### config.mk
export PLATFORM = sky130hd
export DESIGN_NAME = hbdt_step
export DESIGN_NICKNAME = d
export VERILOG_FILES = /design/src/rtl/hbdt_pkg.sv /design/src/rtl/hbdt_step.sv
export SDC_FILE = /design/constraint.sdc
export NUM_CORES = 1
export LEC_CHECK = 0
export ABC_AREA = 1
export ABC_CLOCK_PERIOD_IN_PS = 7500
export BUFFER_PORTS_ARGS = -buffer_cell sky130_fd_sc_hd__buf_2
export CORE_ASPECT_RATIO = 0.9
export CORE_UTILIZATION = 50
export DETAILED_ROUTE_END_ITERATION = 10
export GPL_TIMING_DRIVEN = 0
export MAX_ROUTING_LAYER = met4
export PLACE_DENSITY = 0.88
export SLEW_MARGIN = 5
export SYNTH_ARGS = -nofsm -noshare
export SYNTH_HDL_FRONTEND = slang
export SYNTH_SLANG_ARGS = --single-unit
### constraint.sdc
create_clock -name vclk -period 7.5
set_input_delay 1.5 -clock vclk [all_inputs]
set_output_delay 1.5 -clock vclk [all_outputs]
set_load 0.01 [all_outputs]
### src/rtl/hbdt_pkg.sv
`timescale 1ns / 1ps

package hbdt_pkg;

  typedef enum logic [1:0] {
    OP_TICK  = 2'd0,
    OP_MOVE  = 2'd1,
    OP_STOP  = 2'd2,
    OP_SPEED = 2'd3
  } op_t;

  typedef enum logic [2:0] {
    DIR_STOP     = 3'd0,
    DIR_FWD      = 3'd1,
    DIR_BACK     = 3'd2,
    DIR_LEFT     = 3'd3,
    DIR_RIGHT    = 3'd4,
    DIR_PIV_L    = 3'd5,
    DIR_PIV_R    = 3'd6,
    DIR_STOP_ALT = 3'd7
  } dir_t;

  typedef enum logic [1:0] {
    POL_NONE = 2'd0,
    POL_FWD  = 2'd1,
    POL_REV  = 2'd2
  } pol_t;

  typedef enum logic [1:0] {
    CFG_DEAD_TIME  = 2'd0,
    CFG_TURN_DELTA = 2'd1,
    CFG_MIN_INNER  = 2'd2,
    CFG_FWD_TRIM   = 2'd3
  } cfg_idx_t;

  localparam logic [6:0] FULL_DUTY = 7'd100;
  localparam logic [7:0] WAIT_MAX  = 8'd255;

  localparam logic [3:0] PINS_OFF  = 4'h0;
  localparam logic [3:0] PINS_FWD  = 4'h5;
  localparam logic [3:0] PINS_BACK = 4'hA;
  localparam logic [3:0] PINS_PVL  = 4'h6;
  localparam logic [3:0] PINS_PVR  = 4'h9;

  typedef struct packed {
    logic [1:0] op;
    logic [2:0] direction;
    logic       custom_mode;
    logic [7:0] left_duty_req;
    logic [7:0] right_duty_req;
    logic [7:0] speed_req;
  } cmd_t;

  typedef struct packed {
    logic [3:0] bridge_pins;
    logic       pwm_on;
    logic [6:0] left_duty;
    logic [6:0] right_duty;
    logic [2:0] direction_now;
    logic       busy_res;
    logic [6:0] speed_now;
  } res_t;

  typedef struct packed {
    logic [7:0] dead_time_ticks;
    logic [6:0] turn_delta;
    logic [6:0] min_inner_speed;
    logic [6:0] forward_left_trim;
  } cfg_t;

  typedef struct packed {
    logic [6:0] speed_setting;
    logic [2:0] applied_direction;
    logic       applied_custom;
    logic       change_pending;
    logic [7:0] wait_count;
    logic [2:0] queued_direction;
    logic       queued_custom;
    logic [6:0] queued_left_duty;
    logic [6:0] queued_right_duty;
    logic [3:0] pin_state;
    logic [6:0] duty_left;
    logic [6:0] duty_right;
    logic       pwm_running;
  } state_t;

  typedef struct packed {
    logic       run;
    logic [6:0] left;
    logic [6:0] right;
  } duty_t;

  localparam cfg_t CFG_RESET = '{
    dead_time_ticks:   8'd30,
    turn_delta:        7'd5,
    min_inner_speed:   7'd55,
    forward_left_trim: 7'd4
  };

  localparam state_t ST_RESET = '{
    speed_setting:     7'd75,
    applied_direction: DIR_STOP,
    applied_custom:    1'b0,
    change_pending:    1'b0,
    wait_count:        8'd0,
    queued_direction:  DIR_STOP,
    queued_custom:     1'b0,
    queued_left_duty:  7'd0,
    queued_right_duty: 7'd0,
    pin_state:         PINS_OFF,
    duty_left:         7'd0,
    duty_right:        7'd0,
    pwm_running:       1'b0
  };

  function automatic logic [6:0] sat100(input logic [7:0] v);
    return (v > {1'b0, FULL_DUTY}) ? FULL_DUTY : v[6:0];
  endfunction

  function automatic pol_t left_pol(input logic [2:0] d);
    pol_t p;
    case (d)
      DIR_FWD, DIR_LEFT, DIR_RIGHT, DIR_PIV_R: p = POL_FWD;
      DIR_BACK, DIR_PIV_L:                     p = POL_REV;
      default:                                 p = POL_NONE;
    endcase
    return p;
  endfunction

  function automatic pol_t right_pol(input logic [2:0] d);
    pol_t p;
    case (d)
      DIR_FWD, DIR_LEFT, DIR_RIGHT, DIR_PIV_L: p = POL_FWD;
      DIR_BACK, DIR_PIV_R:                     p = POL_REV;
      default:                                 p = POL_NONE;
    endcase
    return p;
  endfunction

  function automatic logic needs_dead_time(input logic [2:0] cur, input logic [2:0] nxt);
    pol_t cl, nl, cr, nr;
    cl = left_pol(cur);
    nl = left_pol(nxt);
    cr = right_pol(cur);
    nr = right_pol(nxt);
    return ((cl != POL_NONE) && (nl != POL_NONE) && (cl != nl)) ||
           ((cr != POL_NONE) && (nr != POL_NONE) && (cr != nr));
  endfunction

  function automatic logic [3:0] pins_of(input logic [2:0] d);
    logic [3:0] p;
    case (d)
      DIR_FWD, DIR_LEFT, DIR_RIGHT: p = PINS_FWD;
      DIR_BACK:                     p = PINS_BACK;
      DIR_PIV_L:                    p = PINS_PVL;
      DIR_PIV_R:                    p = PINS_PVR;
      default:                      p = PINS_OFF;
    endcase
    return p;
  endfunction

endpackage

### src/rtl/hbdt_step.sv
`timescale 1ns / 1ps

module hbdt_step import hbdt_pkg::*; (
  input  state_t st,
  input  cfg_t   cfg,
  input  cmd_t   cmd,
  output state_t st_next
);

  // Manual duties for a direction at a given speed.
  function automatic duty_t manual_pwm(input logic [2:0] d, input logic [6:0] s,
                                       input cfg_t c);
    duty_t      r;
    logic [6:0] inner;
    logic [6:0] v;
    logic [6:0] fl;
    v     = (s > c.turn_delta) ? s - c.turn_delta : s;
    v     = (v < c.min_inner_speed) ? c.min_inner_speed : v;
    v     = (v > s) ? s : v;
    inner = (s <= c.min_inner_speed) ? s : v;
    fl    = (s > c.forward_left_trim) ? s - c.forward_left_trim : 7'd0;
    case (d)
      DIR_FWD:                        r = '{run: 1'b1, left: fl,    right: s};
      DIR_LEFT:                       r = '{run: 1'b1, left: inner, right: s};
      DIR_RIGHT:                      r = '{run: 1'b1, left: s,     right: inner};
      DIR_BACK, DIR_PIV_L, DIR_PIV_R: r = '{run: 1'b1, left: s,     right: s};
      default:                        r = '{run: 1'b0, left: 7'd0,  right: 7'd0};
    endcase
    return r;
  endfunction

  function automatic state_t apply_req(input state_t s, input logic [2:0] d,
                                       input logic custom, input logic [6:0] l,
                                       input logic [6:0] r, input cfg_t c);
    state_t o;
    duty_t  du;
    o  = s;
    du = custom ? duty_t'{run: 1'b1, left: sat100({1'b0, l}), right: sat100({1'b0, r})}
                : manual_pwm(d, s.speed_setting, c);
    o.pin_state         = pins_of(d);
    o.applied_direction = d;
    o.applied_custom    = custom;
    o.pwm_running       = du.run;
    o.duty_left         = du.left;
    o.duty_right        = du.right;
    return o;
  endfunction

  function automatic state_t do_stop(input state_t s);
    state_t o;
    o = s;
    o.change_pending    = 1'b0;
    o.queued_direction  = DIR_STOP;
    o.pwm_running       = 1'b0;
    o.duty_left         = 7'd0;
    o.duty_right        = 7'd0;
    o.pin_state         = PINS_OFF;
    o.applied_direction = DIR_STOP;
    o.applied_custom    = 1'b0;
    return o;
  endfunction

  logic [6:0] l_req;
  logic [6:0] r_req;
  logic [7:0] wc_inc;
  logic [6:0] new_speed;
  logic       stop_dir;
  duty_t      spd_duty;

  assign l_req     = cmd.custom_mode ? sat100(cmd.left_duty_req) : 7'd0;
  assign r_req     = cmd.custom_mode ? sat100(cmd.right_duty_req) : 7'd0;
  assign wc_inc    = (st.wait_count != WAIT_MAX) ? st.wait_count + 8'd1 : st.wait_count;
  assign new_speed = sat100(cmd.speed_req);
  assign stop_dir  = (cmd.direction == DIR_STOP) || (cmd.direction == DIR_STOP_ALT);
  assign spd_duty  = manual_pwm(st.applied_direction, new_speed, cfg);

  always_comb begin
    st_next = st;
    case (op_t'(cmd.op))
      OP_TICK: begin
        if (st.change_pending) begin
          st_next.wait_count = wc_inc;
          if (wc_inc >= cfg.dead_time_ticks) begin
            st_next.change_pending = 1'b0;
            st_next = apply_req(st_next, st.queued_direction, st.queued_custom,
                                st.queued_left_duty, st.queued_right_duty, cfg);
          end
        end
      end
      OP_MOVE: begin
        if (stop_dir) begin
          st_next = do_stop(st);
        end else if (st.change_pending) begin
          st_next.queued_direction  = cmd.direction;
          st_next.queued_custom     = cmd.custom_mode;
          st_next.queued_left_duty  = l_req;
          st_next.queued_right_duty = r_req;
        end else if ((st.applied_direction != DIR_STOP) &&
                     needs_dead_time(st.applied_direction, cmd.direction)) begin
          st_next.pwm_running       = 1'b0;
          st_next.duty_left         = 7'd0;
          st_next.duty_right        = 7'd0;
          st_next.pin_state         = PINS_OFF;
          st_next.applied_direction = DIR_STOP;
          st_next.queued_direction  = cmd.direction;
          st_next.queued_custom     = cmd.custom_mode;
          st_next.queued_left_duty  = l_req;
          st_next.queued_right_duty = r_req;
          st_next.wait_count        = 8'd0;
          st_next.change_pending    = 1'b1;
        end else begin
          st_next = apply_req(st, cmd.direction, cmd.custom_mode, l_req, r_req, cfg);
        end
      end
      OP_STOP: begin
        st_next = do_stop(st);
      end
      OP_SPEED: begin
        st_next.speed_setting = new_speed;
        if (!st.change_pending && (st.applied_direction != DIR_STOP) &&
            !st.applied_custom) begin
          st_next.pwm_running = spd_duty.run;
          st_next.duty_left   = spd_duty.left;
          st_next.duty_right  = spd_duty.right;
        end
      end
      default: begin
        st_next = st;
      end
    endcase
  end

endmodule

==> results.py <==
metrics = {
    "sta": {
        "post-route-worst-setup-slack_ns": -0.801,
        "tightestPinTransition_ns": 1.32,
        "rsz0062_at_grt": "true",
        "setup-violations-final": 14,
        "drv_slew": 0,
        "slew-limit-headroom_pct": 11.6,
        "hold-worst-slack_ns": 3.33,
        "fmax_mhz": 120,
        "min_period_ns": 8.30,
        "period_share_pct": 111,
        "finalHoldViolations": 0,
    },
    "global_routing": {
        "grt_max_degree": 11,
        "track_usage_pct": 44.4,
        "grt_first_pass_wirelength_um": 41600,
        "antenna_found_initial": 0,
        "gr-total-overflow": 0,
        "grt_pass1_vias": 8293,
    },
    "setup_path": {
        "worstPathMaxFanout": 5,
        "critPathKind": "in2out",
        "arrival_ns": 6.80,
        "crit_buf_inv": 10,
        "cpLargestDelayFamily": "compound AO/OA/AOI/OAI gates",
        "slowest_stage": "fa_2",
        "cp-start-kind": "primary input",
        "crit_path_end_kind": "primary output",
        "crit_top_cell": "nand2_1",
        "slowest_delay_ns": 0.38,
        "crit_required_ns": 6.00,
    },
    "detailed_routing": {
        "vias": 9735,
        "antenna_left": 0,
        "drt-initial-drc-count": 1375,
        "firstDrtPassIters": 7,
        "drt-total-wl_um": 31900,
        "post_drt_wl_per_cell_um": 21.0,
        "via_per_inst": 6.39,
        "drc": 0,
    },
    "synth": {
        "ys_warn_count": 0,
        "synth-adder-area-share_pct": 15.7,
        "synth_mux_area_share_pct": 0,
        "synth_xor_xnor_area_share_pct": 2.65,
        "synth_top_family_by_area": "simple AND/OR/NAND/NOR gates",
        "synthCells": 1146,
        "synthSimpleGateAreaFrac_pct": 43.1,
        "synth_top_area_share_pct": 18.0,
        "synth_fp_nets": 1335,
        "synth_compound_area_share_pct": 24.9,
        "synth.avg_cell_area_um2": 5.20,
        "synth.area.top_cells": "nand2_1 (18%), ha_1 (15%), nand3_1 (12%)",
        "synth.distinct_cells": 52,
        "yosysSeqAreaShare_pct": 0,
        "synth_largest_area_cell": "nand2_1",
        "synthesis.area_um2": 5960,
    },
    "place": {
        "place_ws_ns": -1.31,
        "gp_congestion": 1.03,
        "io_buffers": 170,
        "dpl_cell_area_um2": 7010,
        "hpwl_um": 21100,
    },
    "final_layout": {
        "fin_nets": 1558,
        "final_common_cell": "nand2_1",
        "drive_above_1_share_pct": 31.7,
        "syn_to_final_growth_pct": 41.9,
        "seq_cells": 0,
        "final_cell_mix": "nand2_1 (237), inv_1 (161), buf_2 (147)",
        "antennaDiodeCount": 0,
        "ff_latch_area_um2": 0,
        "finalInstanceArea_um2": 8450,
        "fillCellCount": 935,
        "clock_buffers": 0,
    },
    "power": {
        "power_uw": 995,
        "powerDensity_nw_per_um2": 118,
        "max-vdd-ir-drop_mv": 0.0941,
        "p_leak_uw": 0.00438,
    },
    "run_status": {
        "status": "finished with violations",
        "failed_checks": "setup timing",
    },
    "floorplan": {
        "coreArea_um2": 11500,
        "rows": 37,
        "die_w_um": 117,
        "initial_core_util_pct": 51.7,
        "die_area_um2": 12400,
        "fp.dieH_um": 106,
        "ios": 173,
    },
    "flow_run": {
        "max-cap-violations": 0,
    },
    "worst_hold_path": {
        "hold_class": "in2out",
    },
}
==> stage by stage <==
| stage | TNS (ns) | util, % | cells |
|---|---|---|---|
| 3_5_place_dp | -17.29 | 60.8 | 1472 |
| 3_3_place_gp | -16.44 | 60.8 | 1472 |
| 2_1_floorplan | 0 | - | 1146 |
| 5_1_grt | -12.14 | 73.3 | 1523 |
| 6_report | -10.93 | 73.3 | 1523 |
| 4_1_cts | -4.18 | 66.2 | 1501 |
==> cell families after synthesis <==
family | Yosys count
and+or+nand+nor | 580
AOI/OAI and AO/OA | 262
buffers and inverters | 213
adders and majority gates | 73
xor gates and xnor gates | 18
==> cells in the mapped netlist (4+ instances only) <==
library cell  number
ha_1              70
nand4_1            7
o221ai_1           5
o21a_1             7
o211ai_1           8
inv_2              4
o21ai_0          107
or2_2              5
nand3_1          139
inv_1            177
a21oi_1           87
nand2_1          285
o22ai_1            8
nor3_1            16
clkbuf_1          26
nor2_1            86
a31oi_1            9
xor2_1            14
nand2_2           22
nand2_4            4
xnor2_1            4
nor4_1             4
o21ai_1            5
==> timing repair <==
action | in CTS | in global routing
hold buffers | 0 | 0
pin swaps | 47 | 85
hold endpoints to repair | 0 | 0
setup endpoints to repair | 14 | 19
cloned | 1 | 1
setup buffers | 28 | 21
resized for setup | 115 | 165
==> layout make-up <==
class | count | area [um2] | area share, %
inverter | 183 | 733 | 8.67
buffer | 30 | 139 | 1.64
multi-input combinational | 933 | 5990 | 70.9
tap | 156 | 195 | 2.31
timing repair buffer | 221 | 1390 | 16.5
==> metal layers <==
metal  track usage [%]  up-vias  share of wire [%]  wire, um
met4              19.2        0                9.5      3040
met2              68.7      896                 41     13200
li1                  -     4282                  -         -
met3              6.50      317                 14      4460
met1              57.0     4240                 35     11300
met5                 -        -                  0         0
==> path summary, 6_finish.rpt <==
path              startpoint           to  slack [ns]  cells past startpoint
hold / removal        st[21]  st_next[21]        3.33                      4
setup / recovery      cmd[7]   st_next[7]       -0.80                     35
==> report_power, final <==
group          switching, uW  total, uW  internal (uW)
Sequential                 0          0              0
Clock                      0          0              0
Combinational            621        995            373
Power figures use the tool's default switching activity.
