**src/rtl/hbdt_pkg.sv**
```systemverilog
`timescale 1ns / 1ps

package hbdt_pkg;

  typedef enum logic [1:0] {
    OP_TICK  = 2'd0,
    OP_MOVE  = 2'd1,
    OP_STOP  = 2'd2,
    OP_SPEED = 2'd3
  } op_t;

  typedef enum logic [2:0] {
    DIR_STOP     = 3'd0,
    DIR_FWD      = 3'd1,
    DIR_BACK     = 3'd2,
    DIR_LEFT     = 3'd3,
    DIR_RIGHT    = 3'd4,
    DIR_PIV_L    = 3'd5,
    DIR_PIV_R    = 3'd6,
    DIR_STOP_ALT = 3'd7
  } dir_t;

  typedef enum logic [1:0] {
    POL_NONE = 2'd0,
    POL_FWD  = 2'd1,
    POL_REV  = 2'd2
  } pol_t;

  typedef enum logic [1:0] {
    CFG_DEAD_TIME  = 2'd0,
    CFG_TURN_DELTA = 2'd1,
    CFG_MIN_INNER  = 2'd2,
    CFG_FWD_TRIM   = 2'd3
  } cfg_idx_t;

  localparam logic [6:0] FULL_DUTY = 7'd100;
  localparam logic [7:0] WAIT_MAX  = 8'd255;

  localparam logic [3:0] PINS_OFF  = 4'h0;
  localparam logic [3:0] PINS_FWD  = 4'h5;
  localparam logic [3:0] PINS_BACK = 4'hA;
  localparam logic [3:0] PINS_PVL  = 4'h6;
  localparam logic [3:0] PINS_PVR  = 4'h9;

  typedef struct packed {
    logic [1:0] op;
    logic [2:0] direction;
    logic       custom_mode;
    logic [7:0] left_duty_req;
    logic [7:0] right_duty_req;
    logic [7:0] speed_req;
  } cmd_t;

  typedef struct packed {
    logic [3:0] bridge_pins;
    logic       pwm_on;
    logic [6:0] left_duty;
    logic [6:0] right_duty;
    logic [2:0] direction_now;
    logic       busy_res;
    logic [6:0] speed_now;
  } res_t;

  typedef struct packed {
    logic [7:0] dead_time_ticks;
    logic [6:0] turn_delta;
    logic [6:0] min_inner_speed;
    logic [6:0] forward_left_trim;
  } cfg_t;

  typedef struct packed {
    logic [6:0] speed_setting;
    logic [2:0] applied_direction;
    logic       applied_custom;
    logic       change_pending;
    logic [7:0] wait_count;
    logic [2:0] queued_direction;
    logic       queued_custom;
    logic [6:0] queued_left_duty;
    logic [6:0] queued_right_duty;
    logic [3:0] pin_state;
    logic [6:0] duty_left;
    logic [6:0] duty_right;
    logic       pwm_running;
  } state_t;

  typedef struct packed {
    logic       run;
    logic [6:0] left;
    logic [6:0] right;
  } duty_t;

  localparam cfg_t CFG_RESET = '{
    dead_time_ticks:   8'd30,
    turn_delta:        7'd5,
    min_inner_speed:   7'd55,
    forward_left_trim: 7'd4
  };

  localparam state_t ST_RESET = '{
    speed_setting:     7'd75,
    applied_direction: DIR_STOP,
    applied_custom:    1'b0,
    change_pending:    1'b0,
    wait_count:        8'd0,
    queued_direction:  DIR_STOP,
    queued_custom:     1'b0,
    queued_left_duty:  7'd0,
    queued_right_duty: 7'd0,
    pin_state:         PINS_OFF,
    duty_left:         7'd0,
    duty_right:        7'd0,
    pwm_running:       1'b0
  };

  function automatic logic [6:0] sat100(input logic [7:0] v);
    return (v > {1'b0, FULL_DUTY}) ? FULL_DUTY : v[6:0];
  endfunction

  function automatic pol_t left_pol(input logic [2:0] d);
    pol_t p;
    case (d)
      DIR_FWD, DIR_LEFT, DIR_RIGHT, DIR_PIV_R: p = POL_FWD;
      DIR_BACK, DIR_PIV_L:                     p = POL_REV;
      default:                                 p = POL_NONE;
    endcase
    return p;
  endfunction

  function automatic pol_t right_pol(input logic [2:0] d);
    pol_t p;
    case (d)
      DIR_FWD, DIR_LEFT, DIR_RIGHT, DIR_PIV_L: p = POL_FWD;
      DIR_BACK, DIR_PIV_R:                     p = POL_REV;
      default:                                 p = POL_NONE;
    endcase
    return p;
  endfunction

  function automatic logic needs_dead_time(input logic [2:0] cur, input logic [2:0] nxt);
    pol_t cl, nl, cr, nr;
    cl = left_pol(cur);
    nl = left_pol(nxt);
    cr = right_pol(cur);
    nr = right_pol(nxt);
    return ((cl != POL_NONE) && (nl != POL_NONE) && (cl != nl)) ||
           ((cr != POL_NONE) && (nr != POL_NONE) && (cr != nr));
  endfunction

  function automatic logic [3:0] pins_of(input logic [2:0] d);
    logic [3:0] p;
    case (d)
      DIR_FWD, DIR_LEFT, DIR_RIGHT: p = PINS_FWD;
      DIR_BACK:                     p = PINS_BACK;
      DIR_PIV_L:                    p = PINS_PVL;
      DIR_PIV_R:                    p = PINS_PVR;
      default:                      p = PINS_OFF;
    endcase
    return p;
  endfunction

endpackage

```
**src/rtl/hbdt_cfg_regs.sv**
```systemverilog
`timescale 1ns / 1ps

module hbdt_cfg_regs import hbdt_pkg::*; (
  input  logic       clk,
  input  logic       rst,
  input  logic       cfg_we,
  input  logic [1:0] cfg_index,
  input  logic [7:0] cfg_wdata,
  output cfg_t       cfg
);

  always_ff @(posedge clk) begin
    if (rst) begin
      cfg <= CFG_RESET;
    end else if (cfg_we) begin
      case (cfg_idx_t'(cfg_index))
        CFG_DEAD_TIME:  cfg.dead_time_ticks   <= cfg_wdata;
        CFG_TURN_DELTA: cfg.turn_delta        <= cfg_wdata[6:0];
        CFG_MIN_INNER:  cfg.min_inner_speed   <= cfg_wdata[6:0];
        CFG_FWD_TRIM:   cfg.forward_left_trim <= cfg_wdata[6:0];
        default: begin
        end
      endcase
    end
  end

endmodule

```
**config.mk**
```make
export PLATFORM = sky130hd
export DESIGN_NAME = hbdt_cfg_regs
export DESIGN_NICKNAME = d
export VERILOG_FILES = /design/src/rtl/hbdt_pkg.sv /design/src/rtl/hbdt_cfg_regs.sv
export SDC_FILE = /design/constraint.sdc
export NUM_CORES = 1
export LEC_CHECK = 0
export ABC_AREA = 0
export BUFFER_PORTS_ARGS = -buffer_cell sky130_fd_sc_hd__buf_4
export CAP_MARGIN = 0
export CORE_ASPECT_RATIO = 1.4
export CORE_MARGIN = 4
export CORE_UTILIZATION = 48
export CTS_CLUSTER_DIAMETER = 120
export CTS_CLUSTER_SIZE = 24
export DETAILED_ROUTE_END_ITERATION = 6
export GPL_ROUTABILITY_DRIVEN = 0
export PLACE_DENSITY = 0.79
export SKIP_CTS_REPAIR_TIMING = 1
export SYNTH_ARGS = -nofsm -noshare
export SYNTH_HDL_FRONTEND = slang
export SYNTH_SLANG_ARGS = --single-unit
```
**constraint.sdc**
```tcl
create_clock -name clk -period 1.5 [get_ports clk]
set_clock_uncertainty 0.1 [all_clocks]
set_input_delay 0.3 -clock clk [delete_from_list [all_inputs] [get_ports clk]]
set_output_delay 0.3 -clock clk [all_outputs]
set_load 0.005 [all_outputs]
```
==> reports/results.txt, run 1 <==
Die Y = 66.4 um
Critical Path AT = 810 ps
P_sw = 0.350 mW
Slew Viols, Final = 0
Port Buf Inserts = 41
DP Cell Count = 172
Worst Tran Pin Value = 423 ps
Global-route wire length before repair = 4.15 mm
FF-to-FF Start = cfg[27]$_SDFFE_PP0P_
R2R Path End = cfg[27]$_SDFFE_PP0P_
CP endpoint kind = output pin
# IOs = 42
Avg Cell Area, Syn = 10.3 um2
Total Power = 1.51 mW
Min cycle time layout = 1210 ps
Top post-synthesis cells by area = dfxtp_1, mux2i_1, nand2b_1
Switching share of power = 23.1%
Largest Register = cfg
Diodes inserted = 0
Hpwl dp = 1.88 mm
Comb pwr share = 11.2%
Die span in x = 49.7 um
Clk Latency, worst-skew pair = 330 ps
Final setup fails = 0
Setup CP Type = reg -> out
Seq pwr share = 53.6%
Post-synthesis cell area = 1170 um2
Cell-internal power = 1.16 mW
Critical path cell sequence = buf_4
Num rows = 20
Cell depth of the worst min-delay path = 3
Max cap viols = 0
CP Data Required Time = 1100 ps
Synth Instances = 114
Critical path's top delay family = flip-flops
Fmax = 827 MHz
Synth area leader = dfxtp_1
Die area = 3310 um2
WP buf/inv = 1
Floorplan Core Area = 2250 um2
Cell area power density = 970 nW/um2
Iter 0 DRT Violations = 8
Worst hold path endpoint = cfg[24]$_SDFFE_PP1P_
Pin count of the biggest net entering global routing = 43
DRT Pass-1 Iters = 4
Register-to-Register Setup Slack = 770 ps
Clock Power Share = 35.2%
Register bit total from synthesis = 29
H-tree depth = 2
Clock tree buffer depth = 2
Mapped Nets = 127
Layout cells sized above 1 = 32.3%
Setup crit start kind = flip-flop
Post-synth top area share = 49.6%
Hold Startpoint = cfg_wdata[3]
Global route overflow = 0
Antenna-violating nets left = 0
Slew headroom = 71.7%
Sequential area share after synthesis = 49.6%
Top Registers = cfg: 29 flops
GRT Util Overall = 17.4%
Min Hold Slack = 150 ps
Overall via count from detail_route = 905
Leading cell type in the layout, fill and taps excluded = buf_4
LEAKAGE = 0.750 nW
Ratio of final minimum period to clock period = 80.6%
Vias/cell = 5.03
Count of cell types in the netlist = 12
Final #Nets = 170
Vias in the first global route = 932
Layout Cells excl Fill = 180
Status = completed
CTS tree = done
Initial Util = 52.0%
Fin. Hold Viols = 0
CP Max Fanout = 2
Hold Crit Class = in -> reg
Clk slew on worst S/H paths = 90 ps
Yosys warns = 0
Final WL = 2.51 mm
Worst vdd ir = 0.000623 V
Setup TNS = 0 ps
Slowest stage delay, CP = 360 ps
RSZ-0062 raised after global routing = no
Most frequent cells in the layout = buf_4, mux2i_1, dfxtp_1
Slowest-stage cell, CP = dfxtp_1
WL per Instance = 14.0 um
P&R area growth vs syn = 33.3%
Fillcell total = 188
Num CTS Buffers = 5
Drc violations = 0
Root Driver = clkbuf_4
Largest register FFs = 29
Antenna violations before repair = 0
Clk sinks = 29
Reg2Reg Depth = 2
power groups by stage:
stage / Combinational, mW / Clock [mW] / Sequential (mW)
6_report: 0.169 / 0.533 / 0.812
5_1_grt: 0.185 / 0.594 / 0.816
4_1_cts: 0.171 / 0.556 / 0.812
3_5_place_dp: 0.171 / 0 / 0.830
3_3_place_gp: 0.167 / 0 / 0.829
2_1_floorplan: 0.0806 / 0 / 0.831
cells by family (layout without fill, tap and decap cells):
family	count (synthesis)	in the layout	share of synthesized area, %
simple gates	49	49	23.1
mux	29	29	24.8
flops	29	29	49.6
buf+inv	7	51	2.56
layout make-up:
class,instances,area (um2),area share (%)
sequential,29,581,37.2
multi-input combinational,78,561,35.9
timing repair buffer,43,323,20.7
clock buffer,7,65.1,4.17
tap,22,27.5,1.76
clock inverter,1,5.00,0.321
routing by layer:
metal | vias to the layer above | part of all wire, % | GRT usage, %
met5 | - | 0 | 0
li1 | 461 | - | -
met3 | 3 | 7.1 | 8.80
met1 | 411 | 42 | 18.3
met4 | 0 | 1.0 | 8.30
met2 | 30 | 50 | 28.6
cell usage after synthesis:
| library cell | number |
|---|---|
| and3_1 | 1 |
| and3b_1 | 2 |
| buf_2 | 3 |
| clkbuf_1 | 4 |
| dfxtp_1 | 29 |
| mux2i_1 | 29 |
| nand2b_1 | 24 |
| nand3_1 | 1 |
| nand3b_1 | 1 |
| nor2_1 | 18 |
| nor3b_1 | 1 |
| or3b_1 | 1 |
per-stage QoR:
stage | area (um2) | utilization [%] | setup slack, ps
6_report | 1560 | 69.3 | 291
3_5_place_dp | 1490 | 66.2 | 87.9
3_3_place_gp | 1490 | 66.2 | 144
4_1_cts | 1560 | 69.3 | 272
5_1_grt | 1560 | 69.3 | 230
2_1_floorplan | 1170 | - | 339
worst max path at each step:
stage                         start                   end  slack [ps]  cells after the start
2_1_floorplan          cfg_index[1]  cfg[23]$_SDFFE_PP1P_         340                      3
3_3_place_gp           cfg_index[1]  cfg[21]$_SDFFE_PP0P_         140                      3
3_5_place_dp           cfg_index[1]  cfg[27]$_SDFFE_PP0P_          90                      3
4_1_cts         cfg[2]$_SDFFE_PP1P_                cfg[2]         270                      1
5_1_grt        cfg[19]$_SDFFE_PP0P_               cfg[19]         230                      1
6_report       cfg[25]$_SDFFE_PP1P_               cfg[25]         290                      1
No activity file was read; power rests on OpenSTA's default activity.
==> run 2: changes to the inputs <==
--- a/config.mk
+++ b/config.mk
@@ -5,7 +5,7 @@
 export SDC_FILE = /design/constraint.sdc
 export NUM_CORES = 1
 export LEC_CHECK = 0
-export ABC_AREA = 0
+export ABC_AREA = 1
 export BUFFER_PORTS_ARGS = -buffer_cell sky130_fd_sc_hd__buf_4
 export CAP_MARGIN = 0
 export CORE_ASPECT_RATIO = 1.4
==> constraint.sdc (replaced) <==
create_clock -name clk -period 1.2 [get_ports clk]
set_clock_uncertainty 0.1 [all_clocks]
set_input_delay 0.24 -clock clk [delete_from_list [all_inputs] [get_ports clk]]
set_output_delay 0.24 -clock clk [all_outputs]
set_load 0.005 [all_outputs]
==> reports/results.txt, run 2 <==
Num CTS Buffers = 5
Final setup fails = 0
Max cap viols = 0
Floorplan Core Area = 2360 um2
Diodes inserted = 0
# IOs = 42
CTS tree = done
Switching share of power = 25.0%
LEAKAGE = 0.859 nW
Final WL = 2.69 mm
Vias in the first global route = 1,036
Clk Latency, worst-skew pair = 310 ps
Met2 GRT Util = 31.6%
Synth cell count leaders = nand2_1, nor2_1, dfxtp_1
WP buf/inv = 1
P_sw = 0.479 mW
Port Buf Inserts = 41
P&R area growth vs syn = 34.4%
Die Y = 66.6 um
Worst vdd ir = 0.000852 V
Critical path's top delay family = flip-flops
Hold Crit Class = in -> reg
Slew Viols, Final = 0
Setup CP Type = reg -> out
Global-route wire length before repair = 4.57 mm
RSZ-0062 raised after global routing = no
Initial Util = 49.7%
Sequential area share after synthesis = 49.4%
Fin. Hold Viols = 0
Die area = 3320 um2
Antenna violations before repair = 0
Setup crit start kind = flip-flop
H-tree depth = 2
Top Registers = cfg: 29 flops
Antenna-violating nets left = 0
Setup TNS = 0 ps
Ratio of final minimum period to clock period = 95.1%
Num rows = 21
CP endpoint kind = output pin
Cell-internal power = 1.43 mW
Clock tree buffer depth = 2
Slowest-stage cell, CP = dfxtp_1
Most common cell in the netlist = nand2_1
Synth area leader = dfxtp_1
Largest register FFs = 29
GRT Util Overall = 18.2%
Pin count of the biggest net entering global routing = 30
Most frequent cells in the layout = buf_4, nand2_1, nor2_1
Register bit total from synthesis = 29
Fillcell total = 217
Drc violations = 0
Slowest stage delay, CP = 370 ps
GR Util met1 = 20.0%
Multi-input gate area = 468 um2
Layout cells sized above 1 = 25.8%
CP Max Fanout = 2
Comb pwr share = 15.2%
Vias/cell = 4.86
Leading cell type in the layout, fill and taps excluded = buf_4
Total Power = 1.91 mW
Layout Cells excl Fill = 236
Clock Power Share = 30.5%
Iter 0 DRT Violations = 30
Count of cell types in the netlist = 12
Clk slew on worst S/H paths = 90 ps
Overall via count from detail_route = 1,146
Status = completed
Met3 Use GR = 6.26%
Final core utilization = 66.8%
Synth Instances = 168
DRT Pass-1 Iters = 4
Top post-synthesis cells by area = dfxtp_1, nand2_1, nor2_1
Dominant synthesized flop cell = dfxtp_1
WL per Instance = 11.4 um
Cell area power density = 1210 nW/um2
Setup slack at placement = -6.36 ps
Slew headroom = 83.1%
Final #Nets = 226
Yosys warns = 0
Post-synth top area share = 49.4%
Worst setup margin = 58.6 ps
Die span in x = 49.8 um
Storage cell area = 581 um2
Critical path cell sequence = buf_4
DP Cell Count = 229
Avg Cell Area, Syn = 7.00 um2
Seq pwr share = 54.3%
Hpwl dp = 2.01 mm
Global route overflow = 0
GRT busiest layer = met2
Post-synth EDFFs = 0
Root Driver = clkbuf_4
Min cycle time layout = 1140 ps
CP Data Required Time = 860 ps
Mapped Nets = 181
Worst Tran Pin Value = 253 ps
Fmax = 876 MHz
Post-synthesis cell area = 1180 um2
Clk sinks = 29
Largest Register = cfg
Ys async rst share = 0%
Critical Path AT = 800 ps
==> run 2: cell types whose count changed in the layout (fill, tap and decap cells not counted), sizes merged, moves of 2 or more <==
cell / delta
nand2: +43
and3b: -2
nand4: +8
mux2i: -29
nor2: +13
nand2b: -24
nand3: +22
buf: +5
inv: +20
a21oi: +4
==> run 2: metal layers <==
| metal | wire (um) | share of wire, % | up-vias |
|---|---|---|---|
| li1 | - | - | 609 |
| met1 | 1120 | 42 | 503 |
| met2 | 1410 | 53 | 30 |
| met3 | 140 | 5.2 | 4 |
| met4 | 20 | 0.74 | 0 |
| met5 | 0 | 0 | - |
==> run 2: worst paths after layout <==
check	from	depth (start not counted)	slack (ps)	endpoint
worst max-delay path	cfg[2]$_SDFFE_PP1P_	1	60	cfg[2]
worst min-delay path	cfg_wdata[6]	3	80	cfg[13]$_SDFFE_PP0P_
worst max register to register	cfg[1]$_SDFFE_PP0P_	4	470	cfg[1]$_SDFFE_PP0P_
worst min register to register	cfg[22]$_SDFFE_PP1P_	2	360	cfg[22]$_SDFFE_PP1P_
==> run 2: cells by family after synthesis <==
logic type	Yosys count	synth area share [%]
compound gates	4	1.70
flops	29	49.4
buf+inv	30	10.9
simple gates	105	38.1
==> run 2: power groups by stage <==
stage | logic [mW] | registers [mW] | clock network (mW)
2_1_floorplan | 0.135 | 1.06 | 0
4_1_cts | 0.294 | 1.04 | 0.606
3_3_place_gp | 0.286 | 1.06 | 0
6_report | 0.291 | 1.04 | 0.583
3_5_place_dp | 0.293 | 1.06 | 0
5_1_grt | 0.332 | 1.05 | 0.647
==> run 2: area by class of cell <==
class / instances / area share, %
clock buffer: 7 / 3.48
inverter: 20 / 4.75
multi-input combinational: 109 / 29.6
sequential: 29 / 36.7
tap: 23 / 1.82
timing repair buffer: 48 / 23.6
==> run 2: through the flow <==
step           hold WS (ps)  cell area [um2]
2_1_floorplan           275             1180
3_3_place_gp            343             1530
3_5_place_dp            345             1530
4_1_cts                71.1             1580
5_1_grt                91.6             1580
6_report               76.9             1580
==> run 3: changes to the inputs <==
--- a/config.mk
+++ b/config.mk
@@ -15,7 +15,7 @@
 export CTS_CLUSTER_SIZE = 24
 export DETAILED_ROUTE_END_ITERATION = 6
 export GPL_ROUTABILITY_DRIVEN = 0
-export PLACE_DENSITY = 0.79
+export PLACE_DENSITY_LB_ADDON = 0.25
 export SKIP_CTS_REPAIR_TIMING = 1
 export SYNTH_ARGS = -nofsm -noshare
 export SYNTH_HDL_FRONTEND = slang
==> reports/results.txt, run 3 (synthesized netlist as in run 2, its figures left out) <==
Status = completed
Die Y = 66.6 um
Final #Nets = 226
Layout Cells excl Fill = 237
GRT Util Overall = 19.8%
Final core utilization = 67.5%
Clock tree buffer depth = 2
Vias in the first global route = 1,115
Fin. Hold Viols = 0
Final WL = 2.81 mm
Hpwl dp = 2.11 mm
CP Data Required Time = 860 ps
Fmax = 879 MHz
DP Cell Count = 229
Antenna violations before repair = 0
Clk Latency, worst-skew pair = 330 ps
CP endpoint kind = output pin
Most frequent cells in the layout = buf_4, nand2_1, nor2_1
Leading cell type in the layout, fill and taps excluded = buf_4
LEAKAGE = 0.868 nW
Critical Path AT = 800 ps
Diodes inserted = 0
Setup TNS = 0 ps
CP Max Fanout = 2
Antenna-violating nets left = 0
Worst setup margin = 61.7 ps
Pin count of the biggest net entering global routing = 30
CTS tree = done
Clk slew on worst S/H paths = 90 ps
DRT Pass-1 Iters = 4
P&R area growth vs syn = 35.6%
Min Hold Slack = 70.3 ps
Clk sinks = 29
Max cap viols = 0
Slowest stage delay, CP = 350 ps
Fillcell total = 218
Top Registers = cfg: 29 flops
Cell area power density = 1250 nW/um2
Num CTS Buffers = 5
Slew headroom = 86.4%
Hold Crit Class = in -> reg
Setup CP Type = reg -> out
Root Driver = clkbuf_4
Critical path's top delay family = flip-flops
Port Buf Inserts = 41
Drc violations = 0
WL per Instance = 11.8 um
Vias/cell = 4.94
Overall via count from detail_route = 1,170
Cell area after layout = 1600 um2
Total Power = 2.00 mW
Die span in x = 49.8 um
Worst vdd ir = 0.000923 V
H-tree depth = 2
Global route overflow = 0
Die area = 3320 um2
Num rows = 21
Largest Register = cfg
Placed instance area = 1530 um2
Iter 0 DRT Violations = 17
RSZ-0062 raised after global routing = no
Ratio of final minimum period to clock period = 94.9%
Setup crit start kind = flip-flop
Setup slack at placement = 77.0 ps
Final setup fails = 0
Initial Util = 49.7%
Global-route wire length before repair = 4.88 mm
Min cycle time layout = 1140 ps
Layout cells sized above 1 = 26.6%
Slew Viols, Final = 0
Critical path cell sequence = buf_4
WP buf/inv = 1
# IOs = 42
Largest register FFs = 29
Slowest-stage cell, CP = dfxtp_1
Floorplan Core Area = 2360 um2
Worst Tran Pin Value = 204 ps
-- run 3: cell count changes in the layout (fill, tap and decap cells not counted), sizes merged --
cell | before | now
clkinv | 0 | 1
-- run 3: final cells by class --
| class | count | area [um2] | share of cell area (%) |
|---|---|---|---|
| Sequential cell | 29 | 581 | 36.4 |
| Multi-Input combinational cell | 109 | 468 | 29.3 |
| Timing Repair Buffer | 48 | 373 | 23.4 |
| Inverter | 20 | 75.1 | 4.71 |
| Clock buffer | 7 | 65.1 | 4.08 |
| Tap cell | 23 | 28.8 | 1.80 |
| Clock inverter | 1 | 5.00 | 0.314 |
-- run 3: final timing paths --
path                   startpoint                    to  slack, ps  cells past startpoint
min reg2reg  cfg[22]$_SDFFE_PP1P_  cfg[22]$_SDFFE_PP1P_        370                      2
max          cfg[19]$_SDFFE_PP0P_               cfg[19]         60                      1
min                  cfg_wdata[6]  cfg[13]$_SDFFE_PP0P_         70                      3
max reg2reg   cfg[6]$_SDFFE_PP0P_   cfg[6]$_SDFFE_PP0P_        470                      4
-- run 3: layer usage --
metal,GRT usage (%),wire (um),vias to the layer above
li1,-,-,610
met1,21.0,1170,516
met2,33.3,1360,34
met3,7.38,180,10
met4,11.8,99,0
met5,0,0,-
-- run 3: where the power goes --
part	total (mW)	switching, mW	internal [mW]
clock network	0.664	0.325	0.339
registers	1.04	0.0268	1.01
logic	0.293	0.147	0.146
